===== config.mk =====
export PLATFORM = sky130hd
export DESIGN_NAME = fdd_b64
export DESIGN_NICKNAME = d
export VERILOG_FILES = /design/src/hw/rtl/fdd_pkg.sv /design/src/hw/rtl/fdd_b64.sv
export SDC_FILE = /design/constraint.sdc
export NUM_CORES = 1
export LEC_CHECK = 0
export ABC_CLOCK_PERIOD_IN_PS = 2090
export BUFFER_PORTS_ARGS = -buffer_cell sky130_fd_sc_hd__buf_2
export CAP_MARGIN = 10
export CORE_MARGIN = 3
export CORE_UTILIZATION = 43
export DETAILED_ROUTE_END_ITERATION = 16
export GPL_ROUTABILITY_DRIVEN = 0
export PLACE_DENSITY = 0.66
export SYNTH_ARGS = -nofsm -noshare
export SYNTH_HDL_FRONTEND = slang
export SYNTH_SLANG_ARGS = --single-unit

===== constraint.sdc =====
create_clock -name clk -period 2.09 [get_ports clk]
set_input_delay 0.1045 -clock clk [delete_from_list [all_inputs] [get_ports clk]]
set_output_delay 0.1045 -clock clk [all_outputs]
set_load 0.02 [all_outputs]

===== src/hw/rtl/fdd_pkg.sv =====
// ----------------------------------------------------------------------------
// fdd_pkg
// shared types, codes and helpers of the fingerprint delta decoder
// ----------------------------------------------------------------------------
`default_nettype none

package fdd_pkg;

  localparam int DEF_MAX_BYTES = 4096;

  localparam logic CMD_LOAD  = 1'b0;
  localparam logic CMD_FETCH = 1'b1;

  localparam logic [2:0] STAT_OK        = 3'd0;
  localparam logic [2:0] STAT_HDR_SHORT = 3'd1;
  localparam logic [2:0] STAT_SYM_SHORT = 3'd2;
  localparam logic [2:0] STAT_EXC_SHORT = 3'd3;
  localparam logic [2:0] STAT_TOO_LONG  = 3'd4;
  localparam logic [2:0] STAT_NONE      = 3'd5;

  localparam logic [2:0] SYM_ZERO = 3'd0;
  localparam logic [2:0] SYM_ESC  = 3'd7;

  typedef enum logic [3:0] {
    S_IDLE,
    S_DEC_START,
    S_SYM_TEST,
    S_GB0,
    S_GB1,
    S_GB2,
    S_CHECK,
    S_EXC_RD,
    S_EXC_CHK,
    S_FINISH,
    S_FETCH_TEST,
    S_FETCH_CHK,
    S_FETCH_DONE,
    S_EMIT
  } fdd_state_t;

  typedef struct packed {
    logic        is_value;
    logic [31:0] decoded_value;
    logic [13:0] value_index;
    logic        last_value;
    logic [23:0] value_count;
    logic [2:0]  status;
  } res_t;

  // url-safe alphabet, anything else maps to zero
  function automatic logic [5:0] b64_char_value(input logic [7:0] c);
    logic [5:0] v;
    v = 6'd0;
    if (c inside {["A":"Z"]}) begin
      v = 6'(c - 8'd65);
    end else if (c inside {["a":"z"]}) begin
      v = 6'(c - 8'd97 + 8'd26);
    end else if (c inside {["0":"9"]}) begin
      v = 6'(c - 8'd48 + 8'd52);
    end else if (c == 8'd45) begin
      v = 6'd62;
    end else if (c == 8'd95) begin
      v = 6'd63;
    end
    return v;
  endfunction

endpackage

`default_nettype wire


===== src/hw/rtl/fdd_b64.sv =====
// ----------------------------------------------------------------------------
// fdd_b64
// turns base64 characters, or raw bytes, into the byte stream being loaded
// ----------------------------------------------------------------------------
`default_nettype none

module fdd_b64 (
  input  wire logic       clk,
  input  wire logic       rst_n,
  input  wire logic       mode,
  input  wire logic       load_take,
  input  wire logic [7:0] data,
  input  wire logic       final_load,
  output logic            byte_valid,
  output logic [7:0]      byte_data
);
  import fdd_pkg::*;

  logic [5:0] prev_r, prev_nxt;
  logic [1:0] phase_r, phase_nxt;
  logic [5:0] v;

  assign v = b64_char_value(data);

  always_comb begin
    byte_valid = 1'b1;
    byte_data  = data;
    if (mode) begin
      case (phase_r)
        2'd1: byte_data = {prev_r, v[5:4]};
        2'd2: byte_data = {prev_r[3:0], v[5:2]};
        2'd3: byte_data = {prev_r[1:0], v};
        default: begin
          byte_valid = 1'b0;
          byte_data  = 8'h00;
        end
      endcase
    end
  end

  always_comb begin
    prev_nxt  = prev_r;
    phase_nxt = phase_r;
    if (load_take) begin
      if (mode) begin
        prev_nxt  = v;
        phase_nxt = phase_r + 2'd1;
      end
      if (final_load) begin
        prev_nxt  = 6'd0;
        phase_nxt = 2'd0;
      end
    end
  end

  always_ff @(posedge clk) begin
    if (!rst_n) begin
      prev_r  <= 6'd0;
      phase_r <= 2'd0;
    end else begin
      prev_r  <= prev_nxt;
      phase_r <= phase_nxt;
    end
  end

endmodule

`default_nettype wire


==> flow_metrics.tcl <==
set metrics [dict create \
    synth_xor_area_frac 0.03546 \
    cp_max_fo 5 \
    grtUsageTotal 0.2203 \
    total_power_mw 0.5604 \
    synth_adder_area_share 0.1317 \
    grt_use_met3 0.03268 \
    finalSetupViolations 0 \
    reg2reg_from "phase_r[0]" \
    worstMarginPinSlew_ns 0.5144 \
    drt_iter0_markers 164 \
    min_path_type "input pin to flip-flop" \
    cp-start-kind "input pin" \
    avgSynthCellArea_um2 7.816 \
    fin_nets 230 \
    syn2layout_area_growth_pct 43.26 \
    finalHoldViolations 0 \
    whs_path_depth 2 \
    first_pass_iters 6 \
    grt_pass1_vias 1294 \
    ctsLongestPathBuffers 2 \
    clkSlewWorstSetupHoldPaths_ns 0.05 \
    holdPathEnd "prev_r[4]" \
    reg2reg_setup_slack_ns 0.91 \
    synth_flop_cell "dfxtp_1" \
    final.setup_skew_ns 0.00001357 \
    r2r-end "phase_r[1]" \
    synth_top_family_by_area "compound AO/OA/AOI/OAI gates" \
    grt_busiest_layer "met2" \
    r2r_cells 5 \
    grt_util_met1 0.3281 \
    synth_edf_count 0 \
    drc_errors 0 \
    use_met2 0.3339 \
    cts_sinks 8 \
    avgViaCountPerCell 6.336 \
    syn_nets 184 \
    cts_root_buf "clkbuf_4" \
    wire_per_inst_um 16.91 \
    antenna_found_initial 0 \
    layout_commonest_cell "buf_4" \
    worst_slack_ns 0.05799 \
    end_kind "output pin" \
    muxShareOfSynthArea 0 \
    synthTopCellsByArea "ha_1 (13%), dfxtp_1 (13%), a21oi_1 (3.6%)" \
    clock.fmax_mhz 492.1 \
    drive_gt1_frac 0.4752 \
    crit_type "input pin to output pin" \
    relSlewSlack 0.6535 \
    drtAntennaViolNets 0 \
    final_util 0.6772 \
    cts_inserted_buffers 3 \
    fp-row-count 18 \
    dpl_worst_slack_ns -0.06121 \
    syn_area_mm2 0.001235 \
    synthCells 158 \
    initial_core_util 0.4727 \
    powerDensity_mw_per_mm2 316.8 \
    grt-ovfl-total 0 \
    die_h_um 59.59 \
    synth.largest_area_cell "ha_1" \
    cp.required_ns 1.99 \
    via_count 1470 \
    worstHoldStart "load_take" \
    synth_compound_area_frac 0.3678 \
    synth_cell_types 54 \
    htree_levels 1 \
    synthArstFlopShare 0 \
    cp.arrival_ns 1.93 \
    nFillCells 218 \
    chipWidth_um 59.59 \
    grt_max_degree 11 \
    seq_area_frac_synth 0.1297 \
    p_leak_nw 0.6777 \
    dpl.hpwl_um 2969 \
    clock_latency_ns 0.25 \
    cts_tree "built" \
    synth-simple-area-share 0.2786 \
    finalCriticalPeriod_ns 2.032 \
    period_share 0.9723 \
    io_buffer_count 21 \
    synth_top_area_frac 0.1317 \
    die_area_mm2 0.003551 \
    final_cell_mix "buf_4 (29), buf_2 (16), nand2_1 (11)" \
    io_pins 22 \
    totalWireLength_um 3922 \
    ir_drop_uv 410.5 \
    status "completed" \
    cap_viol_max_count 0 \
    yosysWarnings 0 \
    diodes 0 \
    grt_first_pass_wirelength_um 6134 \
    core_mm2 0.002613 \
    drv_slew 0 \
    yosys_register_bits 8 \
]
-- per-stage QoR --
step | std cells | hold slack, ns | instance area, um^2 | setup TNS [ns]
after global routing | 232 | 0.05991 | 1769 | -0.09994
after detailed placement | 224 | 0.3187 | 1526 | -0.2145
after CTS | 228 | 0.04675 | 1593 | 0
final | 232 | 0.05599 | 1769 | 0
after floorplan | 158 | 0.2045 | 1255 | -0.1213
after global placement | 224 | 0.3200 | 1526 | -0.1005
-- worst max-delay path, stage by stage --
cell and delay [ns]:
buf_4 0.11, inv_2 0.06, ha_4 0.17, a21o_4 0.24, a21boi_4 0.24, or3_1 0.15
o221ai_1 0.10, or3_4 0.42, o2111ai_2 0.18, buf_6 0.14
-- timing repair --
item / CTS / global route
gates resized for setup: 10 / 38
endpoints found under the setup margin: 5 / 6
pin swaps: 1 / 14
hold buffers: 0 / 0
setup buffers: 1 / 4
-- layout make-up --
| type | instances | area (um^2) | area share |
|---|---|---|---|
| multi-input cells | 133 | 1187 | 0.6711 |
| repair buffers | 47 | 320.3 | 0.1810 |
| flip-flops and latches | 8 | 160.2 | 0.09052 |
| inverters | 11 | 41.29 | 0.02334 |
| well taps | 30 | 37.54 | 0.02122 |
| clock buffers | 3 | 22.52 | 0.01273 |
-- synthesized netlist by cell type, drive strengths merged (2+ instances only) --
library cell  instances
nor2b                 4
o211ai                2
a22oi                 3
nand2                13
and4                  2
xnor2                 4
and3                  2
nand4                 4
o31ai                 3
dfxtp                 8
nand2b                2
nor3b                 4
o22ai                 3
clkbuf                3
o311ai                2
a32oi                 2
inv                  11
a31oi                 3
a222oi                2
nand3                 6
a211oi                2
nand3b                2
ha                   13
nor2                 10
o21ai                 9
a21oi                 9
nor3                  6
o221ai                3
a21boi                2
buf                   3
a311o                 2
or3                   2
-- how the worst max path moves through the flow --
stage,startpoint,to,slack [ns],cells after the start
floorplan,data[2],byte_data[2],-0.07,9
global placement,data[0],byte_data[1],-0.06,10
detailed placement,data[0],byte_data[1],-0.06,11
CTS,data[3],byte_data[0],0.003,9
global route,data[2],byte_data[0],-0.04,11
finish,data[2],byte_data[0],0.06,10
-- kinds of logic after synthesis --
| group | Yosys count |
|---|---|
| adders and majority gates | 13 |
| and+or+nand+nor | 59 |
| buffers and inverters | 17 |
| AOI/OAI and AO/OA | 56 |
| DFF | 8 |
| xor gates and xnor gates | 5 |
-- per-layer routing --
metal | up-vias | share of wire
li1 | 698 | -
met1 | 678 | 0.43
met2 | 90 | 0.47
met3 | 4 | 0.096
met4 | 0 | 0.0013
met5 | - | 0
-- sequential cells by signal, indices dropped and copies added, names as in the netlist --
name,flops
prev_r,6
phase_r,2
-- where the power goes --
| part | internal (mW) | total [mW] | switching, mW |
|---|---|---|---|
| logic | 0.124 | 0.281 | 0.157 |
| registers | 0.157 | 0.162 | 0.00448 |
| clock network | 0.0656 | 0.117 | 0.0517 |
| total | 0.347 | 0.560 | 0.213 |
Power figures use the tool's default switching activity.
